`src/design/dhcp_rop_pkg.sv`:
```
// ----------------------------------------------------------------------------
// dhcp_rop_pkg
// Types, codes and constants shared by the DHCP reply option parser modules.
// ----------------------------------------------------------------------------
`default_nettype none

package dhcp_rop_pkg;

  // One input word: a payload byte and its end-of-packet flag.
  typedef struct packed {
    logic [7:0] data_byte;
    logic       last;
  } in_word_t;

  // Reply status codes.
  typedef enum logic [2:0] {
    ST_OK           = 3'd0,
    ST_SHORT        = 3'd1,
    ST_NOT_REPLY    = 3'd2,
    ST_BAD_COOKIE   = 3'd3,
    ST_XID_MISMATCH = 3'd4
  } status_t;

  // One result word.
  typedef struct packed {
    status_t     status;
    logic [7:0]  dhcp_type;
    logic [31:0] offered_ip;
    logic [31:0] netmask;
    logic [31:0] gateway_ip;
    logic [31:0] dns_ip;
  } out_word_t;

  // Per-byte step that the front end hands to the header and option units.
  typedef struct packed {
    logic       any;   // a byte is consumed this cycle
    logic       hdr;   // byte lies in the fixed header
    logic       opt;   // byte lies in the option area
    logic       last;  // byte closes the packet
    logic [7:0] off;   // header offset (valid when hdr is set)
    logic [7:0] data;
  } step_t;

  // Header unit view after the current byte.
  typedef struct packed {
    status_t     reject;
    logic [31:0] offer;
  } hdr_res_t;

  // Option unit view after the current byte.
  typedef struct packed {
    logic [7:0]  dhcp_type;
    logic [31:0] mask;
    logic [31:0] router;
    logic [31:0] dns;
  } opt_res_t;

  // Register map.
  localparam logic REG_XID = 1'b0;

  // Header layout and values.
  localparam int unsigned HDR_LEN       = 240;
  localparam logic [31:0] COOKIE        = 32'h6382_5363;
  localparam logic [31:0] XID_RESET     = 32'h1337_BEEF;
  localparam logic [7:0]  OP_REPLY      = 8'd2;
  localparam logic [7:0]  OFF_OP        = 8'd0;
  localparam logic [7:0]  OFF_XID_LO    = 8'd4;
  localparam logic [7:0]  OFF_XID_HI    = 8'd7;
  localparam logic [7:0]  OFF_YIADDR_LO = 8'd16;
  localparam logic [7:0]  OFF_YIADDR_HI = 8'd19;
  localparam logic [7:0]  OFF_COOKIE_LO = 8'd236;
  localparam logic [7:0]  OFF_COOKIE_HI = 8'd239;

  // Option codes.
  localparam logic [7:0] OPT_PAD     = 8'd0;
  localparam logic [7:0] OPT_MASK    = 8'd1;
  localparam logic [7:0] OPT_ROUTER  = 8'd3;
  localparam logic [7:0] OPT_DNS     = 8'd6;
  localparam logic [7:0] OPT_MSGTYPE = 8'd53;
  localparam logic [7:0] OPT_END     = 8'd255;

  // Byte idx of a big-endian word, 0 being the most significant.
  function automatic logic [7:0] be_byte(input logic [31:0] w, input logic [1:0] idx);
    logic [7:0] b;
    unique case (idx)
      2'd0: b = w[31:24];
      2'd1: b = w[23:16];
      2'd2: b = w[15:8];
      2'd3: b = w[7:0];
      default: b = w[7:0];
    endcase
    return b;
  endfunction

endpackage

`default_nettype wire

```
`src/design/dhcp_rop_hdr.sv`:
```
// ----------------------------------------------------------------------------
// dhcp_rop_hdr
// Fixed-header checks (op, xid, cookie) and your-address capture.
// ----------------------------------------------------------------------------
`default_nettype none

module dhcp_rop_hdr (
  input  wire logic                  clk,
  input  wire logic                  rst_n,
  input  wire dhcp_rop_pkg::step_t    step,
  input  wire logic [31:0]           xid,
  output dhcp_rop_pkg::hdr_res_t     res
);
  import dhcp_rop_pkg::*;

  status_t     reject_r, reject_nxt;
  logic [31:0] offer_r, offer_nxt;
  logic [7:0]  want_xid;
  logic [7:0]  want_cookie;

  assign want_xid    = be_byte(xid, step.off[1:0]);
  assign want_cookie = be_byte(COOKIE, step.off[1:0]);

  always_comb begin
    reject_nxt = reject_r;
    offer_nxt  = offer_r;
    if (step.hdr) begin
      if (step.off == OFF_OP) begin
        if (step.data != OP_REPLY) begin
          reject_nxt = ST_NOT_REPLY;
        end
      end else if (step.off >= OFF_XID_LO && step.off <= OFF_XID_HI) begin
        if (step.data != want_xid && reject_r == ST_OK) begin
          reject_nxt = ST_XID_MISMATCH;
        end
      end else if (step.off >= OFF_YIADDR_LO && step.off <= OFF_YIADDR_HI) begin
        offer_nxt = {offer_r[23:0], step.data};
      end else if (step.off >= OFF_COOKIE_LO && step.off <= OFF_COOKIE_HI) begin
        // cookie fault outranks an xid fault but not a wrong op
        if (step.data != want_cookie &&
            (reject_r == ST_OK || reject_r == ST_XID_MISMATCH)) begin
          reject_nxt = ST_BAD_COOKIE;
        end
      end
    end
  end

  assign res.reject = reject_nxt;
  assign res.offer  = offer_nxt;

  always_ff @(posedge clk) begin
    if (!rst_n || (step.any && step.last)) begin
      reject_r <= ST_OK;
      offer_r  <= '0;
    end else begin
      reject_r <= reject_nxt;
      offer_r  <= offer_nxt;
    end
  end

endmodule

`default_nettype wire

```
`src/design/dhcp_rop_opt.sv`:
```
// ----------------------------------------------------------------------------
// dhcp_rop_opt
// Option TLV walker: skip pads, stop at end, capture selected options.
// ----------------------------------------------------------------------------
`default_nettype none

module dhcp_rop_opt (
  input  wire logic                  clk,
  input  wire logic                  rst_n,
  input  wire dhcp_rop_pkg::step_t    step,
  output dhcp_rop_pkg::opt_res_t     res
);
  import dhcp_rop_pkg::*;

  typedef enum logic [2:0] {
    PH_TYPE = 3'b001,
    PH_LEN  = 3'b010,
    PH_VAL  = 3'b100
  } phase_t;

  phase_t      phase_r, phase_nxt;
  logic [7:0]  code_r, code_nxt;
  logic [7:0]  len_r, len_nxt;
  logic [7:0]  idx_r, idx_nxt;
  logic [31:0] shift_r, shift_nxt;
  logic        ended_r, ended_nxt;
  logic [7:0]  type_r, type_nxt;
  logic [31:0] mask_r, mask_nxt;
  logic [31:0] router_r, router_nxt;
  logic [31:0] dns_r, dns_nxt;

  always_comb begin
    phase_nxt  = phase_r;
    code_nxt   = code_r;
    len_nxt    = len_r;
    idx_nxt    = idx_r;
    shift_nxt  = shift_r;
    ended_nxt  = ended_r;
    type_nxt   = type_r;
    mask_nxt   = mask_r;
    router_nxt = router_r;
    dns_nxt    = dns_r;
    if (step.opt && !ended_r) begin
      unique case (phase_r)
        PH_TYPE: begin
          if (step.data == OPT_END) begin
            ended_nxt = 1'b1;
          end else if (step.data != OPT_PAD) begin
            code_nxt  = step.data;
            phase_nxt = PH_LEN;
          end
        end
        PH_LEN: begin
          len_nxt   = step.data;
          idx_nxt   = '0;
          shift_nxt = '0;
          phase_nxt = (step.data == 8'd0) ? PH_TYPE : PH_VAL;
        end
        PH_VAL: begin
          // keep only the first four value bytes
          if (idx_r < 8'd4) begin
            shift_nxt = {shift_r[23:0], step.data};
          end
          idx_nxt = idx_r + 8'd1;
          if (idx_nxt >= len_r) begin
            phase_nxt = PH_TYPE;
            priority if (code_r == OPT_MSGTYPE && len_r == 8'd1) begin
              type_nxt = shift_nxt[7:0];
            end else if (code_r == OPT_MASK && len_r == 8'd4) begin
              mask_nxt = shift_nxt;
            end else if (code_r == OPT_ROUTER && len_r >= 8'd4) begin
              router_nxt = shift_nxt;
            end else if (code_r == OPT_DNS && len_r >= 8'd4) begin
              dns_nxt = shift_nxt;
            end
          end
        end
        default: phase_nxt = PH_TYPE;
      endcase
    end
  end

  assign res.dhcp_type = type_nxt;
  assign res.mask      = mask_nxt;
  assign res.router    = router_nxt;
  assign res.dns       = dns_nxt;

  always_ff @(posedge clk) begin
    if (!rst_n || (step.any && step.last)) begin
      phase_r  <= PH_TYPE;
      code_r   <= '0;
      len_r    <= '0;
      idx_r    <= '0;
      shift_r  <= '0;
      ended_r  <= 1'b0;
      type_r   <= '0;
      mask_r   <= '0;
      router_r <= '0;
      dns_r    <= '0;
    end else begin
      phase_r  <= phase_nxt;
      code_r   <= code_nxt;
      len_r    <= len_nxt;
      idx_r    <= idx_nxt;
      shift_r  <= shift_nxt;
      ended_r  <= ended_nxt;
      type_r   <= type_nxt;
      mask_r   <= mask_nxt;
      router_r <= router_nxt;
      dns_r    <= dns_nxt;
    end
  end

endmodule

`default_nettype wire

```
`src/design/dhcp_reply_option_parser.sv`:
```
// ----------------------------------------------------------------------------
// dhcp_reply_option_parser
// Byte-stream DHCP reply parser with header checks and option capture.
// ----------------------------------------------------------------------------
// Feed the UDP payload of a DHCP reply one byte per word on the input
// channel, with last set on the final byte. The block takes one byte every
// cycle unless out_stall holds it; each byte passes an input register and
// then an update of the header and option state, and the result word for a
// packet is registered as its last byte leaves the input register, so the
// next packet may follow at once. While a result word waits under out_stall
// the parse stage holds, and in_stall rises once the input register is full too.
// The header checks report, by priority: too short (under 240 bytes), not a
// reply, bad magic cookie, transaction id unlike the expected_xid register
// (byte address 0). On any fault every field but status reads zero. Bytes past
// MAX_PAYLOAD are dropped, though last still closes the packet. Write
// expected_xid only between packets.
// ----------------------------------------------------------------------------
`default_nettype none

module dhcp_reply_option_parser #(
  parameter int unsigned MAX_PAYLOAD = 2047
) (
  input  wire logic                     clk,
  input  wire logic                     rst_n,
  // byte input
  input  wire logic                     in_valid,
  output logic                          in_stall,
  input  wire dhcp_rop_pkg::in_word_t   in_data,
  // result output
  output logic                          out_valid,
  input  wire logic                     out_stall,
  output dhcp_rop_pkg::out_word_t       out_data,
  // register port
  input  wire logic                     psel,
  input  wire logic                     penable,
  input  wire logic                     pwrite,
  input  wire logic [2:0]               paddr,
  input  wire logic [31:0]              pwdata,
  output logic [31:0]                   prdata,
  output logic                          pready
);
  import dhcp_rop_pkg::*;

  // offset counter must hold MAX_PAYLOAD itself
  localparam int unsigned OFS_W = $clog2(MAX_PAYLOAD + 1);
  localparam logic [OFS_W-1:0] MAX_OFS = OFS_W'(MAX_PAYLOAD);
  localparam logic [OFS_W-1:0] HDR_OFS = OFS_W'(HDR_LEN);

  logic [31:0]      xid_r;
  logic             s1_valid_r;
  in_word_t         s1_word_r;
  logic             out_valid_r;
  out_word_t        out_word_r;
  logic [OFS_W-1:0] ofs_r, ofs_nxt, ofs_inc;
  logic             advance;
  logic             counting;
  logic             in_hdr;
  logic             too_short;
  step_t            step;
  hdr_res_t         hdr_res;
  opt_res_t         opt_res;
  out_word_t        result;

  // ---- register port -------------------------------------------------------
  assign pready = 1'b1;
  assign prdata = (paddr[2] == REG_XID) ? xid_r : '0;

  always_ff @(posedge clk) begin
    if (!rst_n) begin
      xid_r <= XID_RESET;
    end else if (psel && penable && pwrite && paddr[2] == REG_XID) begin
      xid_r <= pwdata;
    end
  end

  // ---- input register ------------------------------------------------------
  // The parse stage advances unless a finished result is stuck at the output.
  assign advance  = !(out_valid_r && out_stall);
  assign in_stall = s1_valid_r && !advance;

  always_ff @(posedge clk) begin
    if (!rst_n) begin
      s1_valid_r <= 1'b0;
    end else if (!s1_valid_r || advance) begin
      s1_valid_r <= in_valid;
    end
  end

  always_ff @(posedge clk) begin
    if (in_valid && !in_stall) begin
      s1_word_r <= in_data;
    end
  end

  // ---- byte offset and step decode ----------------------------------------
  assign counting  = ofs_r < MAX_OFS;
  assign in_hdr    = ofs_r < HDR_OFS;
  assign ofs_inc   = ofs_r + OFS_W'(counting);
  assign too_short = ofs_inc < HDR_OFS;

  assign step.any  = s1_valid_r && advance;
  assign step.hdr  = step.any && counting && in_hdr;
  assign step.opt  = step.any && counting && !in_hdr;
  assign step.last = s1_word_r.last;
  assign step.off  = ofs_r[7:0];
  assign step.data = s1_word_r.data_byte;

  always_comb begin
    ofs_nxt = ofs_r;
    if (step.any) begin
      ofs_nxt = step.last ? '0 : ofs_inc;
    end
  end

  always_ff @(posedge clk) begin
    if (!rst_n) begin
      ofs_r <= '0;
    end else begin
      ofs_r <= ofs_nxt;
    end
  end

  // ---- header and option units --------------------------------------------
  dhcp_rop_hdr u_hdr (
    .clk   (clk),
    .rst_n (rst_n),
    .step  (step),
    .xid   (xid_r),
    .res   (hdr_res)
  );

  dhcp_rop_opt u_opt (
    .clk   (clk),
    .rst_n (rst_n),
    .step  (step),
    .res   (opt_res)
  );

  // ---- result assembly and output register --------------------------------
  always_comb begin
    result.status     = too_short ? ST_SHORT : hdr_res.reject;
    result.dhcp_type  = '0;
    result.offered_ip = '0;
    result.netmask    = '0;
    result.gateway_ip = '0;
    result.dns_ip     = '0;
    // zero every captured field on a rejected packet
    if (result.status == ST_OK) begin
      result.dhcp_type  = opt_res.dhcp_type;
      result.offered_ip = hdr_res.offer;
      result.netmask    = opt_res.mask;
      result.gateway_ip = opt_res.router;
      result.dns_ip     = opt_res.dns;
    end
  end

  always_ff @(posedge clk) begin
    if (!rst_n) begin
      out_valid_r <= 1'b0;
    end else if (step.any && step.last) begin
      out_valid_r <= 1'b1;
    end else if (!out_stall) begin
      out_valid_r <= 1'b0;
    end
  end

  always_ff @(posedge clk) begin
    if (step.any && step.last) begin
      out_word_r <= result;
    end
  end

  assign out_valid = out_valid_r;
  assign out_data  = out_word_r;

  // ---- assertions ----------------------------------------------------------
  a_ofs_bound: assert property (@(posedge clk) disable iff (!rst_n)
    ofs_r <= MAX_OFS)
    else $error("byte offset ran past MAX_PAYLOAD");

  a_ofs_clear: assert property (@(posedge clk) disable iff (!rst_n)
    (step.any && step.last) |=> (ofs_r == '0))
    else $error("byte offset not cleared after closing byte");

  a_reject_zero: assert property (@(posedge clk) disable iff (!rst_n)
    (out_valid_r && out_word_r.status != ST_OK) |->
      (out_word_r.dhcp_type == '0 && out_word_r.offered_ip == '0 &&
       out_word_r.netmask == '0 && out_word_r.gateway_ip == '0 &&
       out_word_r.dns_ip == '0))
    else $error("rejected packet carries captured fields");

  a_status_range: assert property (@(posedge clk) disable iff (!rst_n)
    out_valid_r |-> (out_word_r.status <= ST_XID_MISMATCH))
    else $error("status code out of range");

  a_no_overwrite: assert property (@(posedge clk) disable iff (!rst_n)
    (out_valid_r && out_stall) |-> !step.any)
    else $error("parse stage advanced while result is held");

endmodule

`default_nettype wire
```
`config.mk`:
```
export PLATFORM = sky130hd
export DESIGN_NAME = dhcp_reply_option_parser
export DESIGN_NICKNAME = d
export VERILOG_FILES = /design/src/design/dhcp_rop_pkg.sv /design/src/design/dhcp_rop_hdr.sv /design/src/design/dhcp_rop_opt.sv /design/src/design/dhcp_reply_option_parser.sv
export SDC_FILE = /design/constraint.sdc
export NUM_CORES = 1
export LEC_CHECK = 0
export CAP_MARGIN = 10
export CORE_UTILIZATION = 43
export CTS_CLUSTER_SIZE = 10
export DETAILED_ROUTE_END_ITERATION = 8
export DONT_BUFFER_PORTS = 1
export PLACE_DENSITY = 0.69
export SETUP_SLACK_MARGIN = 0.02
export SLEW_MARGIN = 20
export SYNTH_ARGS = -nofsm -noshare
export SYNTH_HDL_FRONTEND = slang
export SYNTH_SLANG_ARGS = --single-unit
export TNS_END_PERCENT = 5
```
`constraint.sdc`:
```
create_clock -name clk -period 6.9 [get_ports clk]
set_input_delay 0.69 -clock clk [delete_from_list [all_inputs] [get_ports clk]]
set_output_delay 0.69 -clock clk [all_outputs]
set_load 0.005 [all_outputs]
```
Word-level counts from Yosys, hierarchy flattened
Index checks and enable logic that the tools add are counted.

word-level totals
  register bits after elaboration = 392
  input port bits = 51
  output and inout port bits = 174
  word-level logic and storage cells = 153

operators by class
  add/sub/neg operators = 2
  $lt $le $gt $ge = 12
  equal/unequal tests = 21
  multiplexer cells = 49
  bitwise operators = 2
  reductions and logical operators = 43

operators with widths
  operator                number
  $mux W32                24
  $pmux W32 S2            1
  $mux W3                 13
  $mux W8                 4
  $pmux W8 S4             1
  $pmux W8 S3             1
  $lt A11 B8 Y1 const B   2
  $logic_and A1 B1 Y1     21
  $eq A8 B1 Y1 const B    2
  $eq A8 B3 Y1 const B    2
  $ge A8 B3 Y1 const B    2
  $logic_not A8 Y1        2
  $ne A8 B8 Y1            2
  $pmux W8 S2             1
  $add A11 B1 Y11         1
  $lt A11 B11 Y1 const B  1
  $mux W11                1
  $pmux W3 S3             1
  $add A8 B1 Y8 const B   1
  $eq A8 B2 Y1 const B    1
  $eq A8 B6 Y1 const B    1
  $eq A8 B8 Y1 const B    1
  $ge A8 B5 Y1 const B    1
  $ge A8 B8 Y1            1
  other kinds (25)        41

Depth between registers and ports, before layout
  word-level depth = 13
  gate-level depth with buffers = 16
  mapped depth without buffers = 11

Hierarchy
From an unflattened synthesis, not the netlist that was laid out.

unflattened totals
  cells, all modules = 1757
  area, all modules = 17735.8 µm²

by module, submodules not included
  module                    times used  cells an instance  area each (µm²)  sequential area each (µm²)
  dhcp_reply_option_parser  1           768                8508.2           5345.1
  dhcp_rop_opt              1           805                7205.7           3283.1
  dhcp_rop_hdr              1           184                2021.9           700.7

Least setup slack after synthesis
No wires, ideal clock.

  kind = input-to-reg
  start = input port out_stall
  end = register out_word_r, in the netlist out_data[0] (enable)
  setup time = 492 ps
  arrival = 3986 ps
  required time = 6408 ps
  path slack = 2422 ps
  cell stages on the path = 4
  buffers on the path = 1
  cell sequence = a21boi_0 clkbuf_1 nand2_1 inv_1

between the ends
  longest elaborated chain between the ends = 4

ends and longest elaborated chain
  element                 RTL line                         RTL
  start: declaration      dhcp_reply_option_parser.sv:31   input wire logic out_stall,
  $logic_and A1 B1 Y1     dhcp_reply_option_parser.sv:78   assign advance = !(out_valid_r && out_stall);
  $logic_not A1 Y1        dhcp_reply_option_parser.sv:78
  $logic_and A1 B1 Y1     dhcp_reply_option_parser.sv:101  assign step.any = s1_valid_r && advance;
  $logic_and A1 B1 Y1     dhcp_reply_option_parser.sv:168  if (step.any && step.last) begin
  end signal: assignment  dhcp_reply_option_parser.sv:169  out_word_r <= result;
  end: declaration        dhcp_reply_option_parser.sv:53   out_word_t out_word_r;

Every way passes these cells.
A chain may end at the register's enable or synchronous reset.

Worst setup path in the final report
  start = register ofs_r[5]
  end = register out_word_r, in the netlist out_data[93] (data pin)

between the ends
  longest elaborated chain between the ends = 9
  elaborated cells between the ends (all ways) = 27
  those cells by class = 1 x add/sub; 9 x order compare; 7 x mux; 10 x reduce/logical

ends and longest elaborated chain
  element                                                                 RTL line                         RTL
  start: declaration                                                      dhcp_reply_option_parser.sv:54   logic [OFS_W-1:0] ofs_r, ofs_nxt, ofs_inc;
  start signal: assignment                                                dhcp_reply_option_parser.sv:119  ofs_r <= ofs_nxt;
  parallel branches: the longest is 9 deep, another holds $lt A11 B11 Y1  n/a

Several ways; the timed one is not identified.

==> run metrics <==
PD cells 273 mW/mm^2; routing usage on met2 30.1%; die area 0.0371 mm^2; fraction of layout cells with a size suffix above 1 8.14%; vias in the first global route 9646; synthesized area divided by synthesized cell count 10.8 um^2; number of filler instances in the final layout 3173; total I/O pin count 225; Pins Over Slew Limit 0; clock slew seen by the registers of the worst setup and hold paths 0.06 ns; Resized Gates After CTS 0; area added between synthesis and finish 10.2%; pin count of the biggest net entering global routing 96; gr busiest metal met2; iteration count of the initial detailed-routing pass 9; biggest cell delay along the critical path 0.79 ns; post-CTS setup buffer count 0; required time reported for the critical path endpoint 7.18 ns; post-synth design cell area 0.0156 mm^2; Sinks on Clock Net 392; Max-Slew Margin vs Limit 29.1%; setup repair after global routing missed its margin false; antenna diode count 0; synth unique cells 55; final period utilization 67.0%; met1 Usage GRT 25.4%; Largest delay share family, worst path simple AND/OR/NAND/NOR gates; net total in the final layout 1473; Worst EP arrival 4.90 ns; DP Worst Slack 2.26 ns; Hold Path Class in2reg; met3 GRT Util 5.75%; final setup violation count 0; cell leakage power 6.01 nW; crit path cell chain nand4_2 > nor4_4 > inv_2 > ha_1 > ha_1 > and3_1 > mux2i_1 > a211oi_1 > o221ai_1 > nand3_4 > buf_4 > nor2_1; Async S/R FF share, synth 0%; TritonCTS clock tree built; Post-CTS Hold Buffers 0; weighted congestion at the end of routability-driven global placement 0.812; clock skew 0.0140 ns; fraction of post-synthesis cell area in the top cell type by area 31.3%; share of the yosys chip area belonging to registers 59.7%; slowest cell on the critical path buf_4; DRT iter0 DRCs 818; grt total ovfl 0; Final Routed Wirelength 35900 um; number of antenna violations at the first check in global routing 0; Worst setup SP type register; global-route wire length before repair 55100 um; flip-flop and latch count after synthesis 392; summed negative setup slack over all endpoints 0 ns; starting density of the core 43.8%; final worst path period need 4.62 ns; top cells by area, synth dfxtp_1 (31%), edfxtp_1 (28%), mux2i_1 (9.8%); Die Span X 193 um; violations in the final reports DRC; total routing usage reported by global routing 19.2%; library cell with the largest summed area after synthesis dfxtp_1; highest fanout seen on the critical path 79; insertion delay to the later sink of the worst-skew pair 0.57 ns; number of antenna-violating nets in the routed design 0; Peak supply drop 0.000189 V; maxcap violations 0; number of buffers on the longest clock path 3; average wire length per cell after detail routing 18.9 um; top flip-flop cell by instance count after synthesis dfxtp_1; run status finished with violations; slew at the pin closest to its max-slew limit 1.06 ns; library cell appearing most often on the critical path ha_1; vias after detailed routing 10200; number of synthesized flops with an enable pin 148; net count after synthesis 1513; buffering stage count on the worst path with inverters included 2; row cnt 69; area of the core 0.0357 mm^2; count of mapped cells out of synthesis 1444; number of clock buffers inserted by TritonCTS 46; cell with the most instances after synthesis nor2_1; crit end category register; count of port buffers added during placement 0; timing-limited maximum frequency 216 MHz; mean number of vias per cell 5.39; Chip Height 193 um; number of warning messages in the yosys log 0; HPWL after detailed placement 22800 um; total DRC errors in the routed layout 28; top cells by count, synth nor2_1 (353), dfxtp_1 (244), mux2i_1 (153); H-tree Lvls 2; count of endpoints failing hold in the final timing report 0; path type of the worst setup path reg2reg; min setup slack post-route 2.28 ns; root buffer cell clkbuf_16
## layer usage
metal | vias to the layer above | wire length, um | part of all wire, %
met5 | - | 0 | 0
met3 | 55 | 2690 | 7.5
met2 | 349 | 16500 | 46
met1 | 4944 | 15900 | 44
li1 | 4890 | - | -
met4 | 0 | 860 | 2.4
## cell families after synthesis
| logic type | count (synthesis) | share of synthesized area, % |
|---|---|---|
| compound gates | 119 | 5.34 |
| xor+xnor | 19 | 1.07 |
| fa+ha+maj | 18 | 1.44 |
| buf+inv | 121 | 3.41 |
| flops | 392 | 59.7 |
| mux | 185 | 12.1 |
| other cells | 1 | 0.0240 |
| simple gates | 589 | 16.9 |
## cells in the final DEF (no fill, tap or decap), drive strengths merged, types with 2 or more instances in the layout
| cell type | count |
|---|---|
| edfxtp | 148 |
| o221ai | 2 |
| or3 | 6 |
| ha | 18 |
| dfxtp | 244 |
| xor2 | 7 |
| nand4 | 10 |
| nor4 | 14 |
| clkinv | 3 |
| o21ai | 16 |
| buf | 12 |
| and2 | 4 |
| clkbuf | 78 |
| nand3b | 4 |
| nand2 | 106 |
| and3 | 8 |
| nor2 | 354 |
| a211oi | 2 |
| a31oi | 7 |
| nor4b | 5 |
| nand2b | 4 |
| a21oi | 16 |
| inv | 22 |
| nand4b | 4 |
| or2 | 2 |
| or4 | 2 |
| mux2 | 32 |
| nor3b | 2 |
| nand3 | 26 |
| a21boi | 20 |
| nor3 | 5 |
| mux2i | 153 |
| nor2b | 30 |
| a222oi | 8 |
| xnor2 | 12 |
| o211ai | 6 |
| a22oi | 37 |
## sequential cells by signal (all words and copies together) (netlist names), 3 cells and up
signal,cells
xid_r,32
u_opt.idx_r,8
u_opt.shift_r,32
u_opt.phase_r,3
u_opt.dns_r,32
u_opt.router_r,32
u_hdr.offer_r,32
u_opt.type_r,8
u_opt.len_r,8
u_opt.code_r,8
out_data,139
u_hdr.reject_r,3
u_opt.mask_r,32
s1_word_r,9
ofs_r,11
## worst reg2reg max path, cell delays in order, from the launching register on
cell      delay, ns
dfxtp_1        0.54
nand4_2        0.26
nor4_4         0.57
inv_2          0.11
ha_1           0.22
ha_1           0.21
and3_1         0.26
mux2i_1        0.14
a211oi_1       0.22
o221ai_1       0.27
nand3_4        0.54
buf_4          0.79
nor2_1         0.19
## metrics by stage
step	std cells	instance area [um^2]	hold WS [ns]	util, %	total power [W]
after global placement	1816	15900	0.451	44.5	0.00258
after global routing	1899	17200	0.190	48.3	0.00485
final	1899	17200	0.203	48.3	0.00470
after detailed placement	1816	15900	0.460	44.5	0.00258
after floorplan	1444	15600	0.442	-	0.00255
after CTS	1898	17200	0.167	48.2	0.00475
## power by group
part / switching, W / internal, W / leakage (nW) / total (W)
clock network: 0.000908 / 0.00126 / 0.635 / 0.00217
logic: 0.0000710 / 0.0000259 / 1.77 / 0.0000969
registers: 0.0000224 / 0.00241 / 3.61 / 0.00243
total: 0.00100 / 0.00369 / 6.01 / 0.00470
## worst paths after layout
kind	slack, ns	cells after the start	to	startpoint
worst max-delay path	2.28	12	out_data[93]	ofs_r[5]
worst min-delay path	0.20	1	xid_r[3]	rst_n
worst max register to register	2.28	12	out_data[93]	ofs_r[5]
worst min register to register	0.47	2	xid_r[27]	xid_r[27]
## final cells by class
| class | count | area, um^2 | area share (%) |
|---|---|---|---|
| Inverter | 21 | 83.8 | 0.487 |
| Timing Repair Buffer | 12 | 93.8 | 0.545 |
| Multi-Input combinational cell | 931 | 5800 | 33.7 |
| Clock buffer | 78 | 1280 | 7.45 |
| Sequential cell | 392 | 9330 | 54.2 |
| Clock inverter | 4 | 46.3 | 0.269 |
| Tap cell | 461 | 577 | 3.35 |
Power figures use the tool's default switching activity.
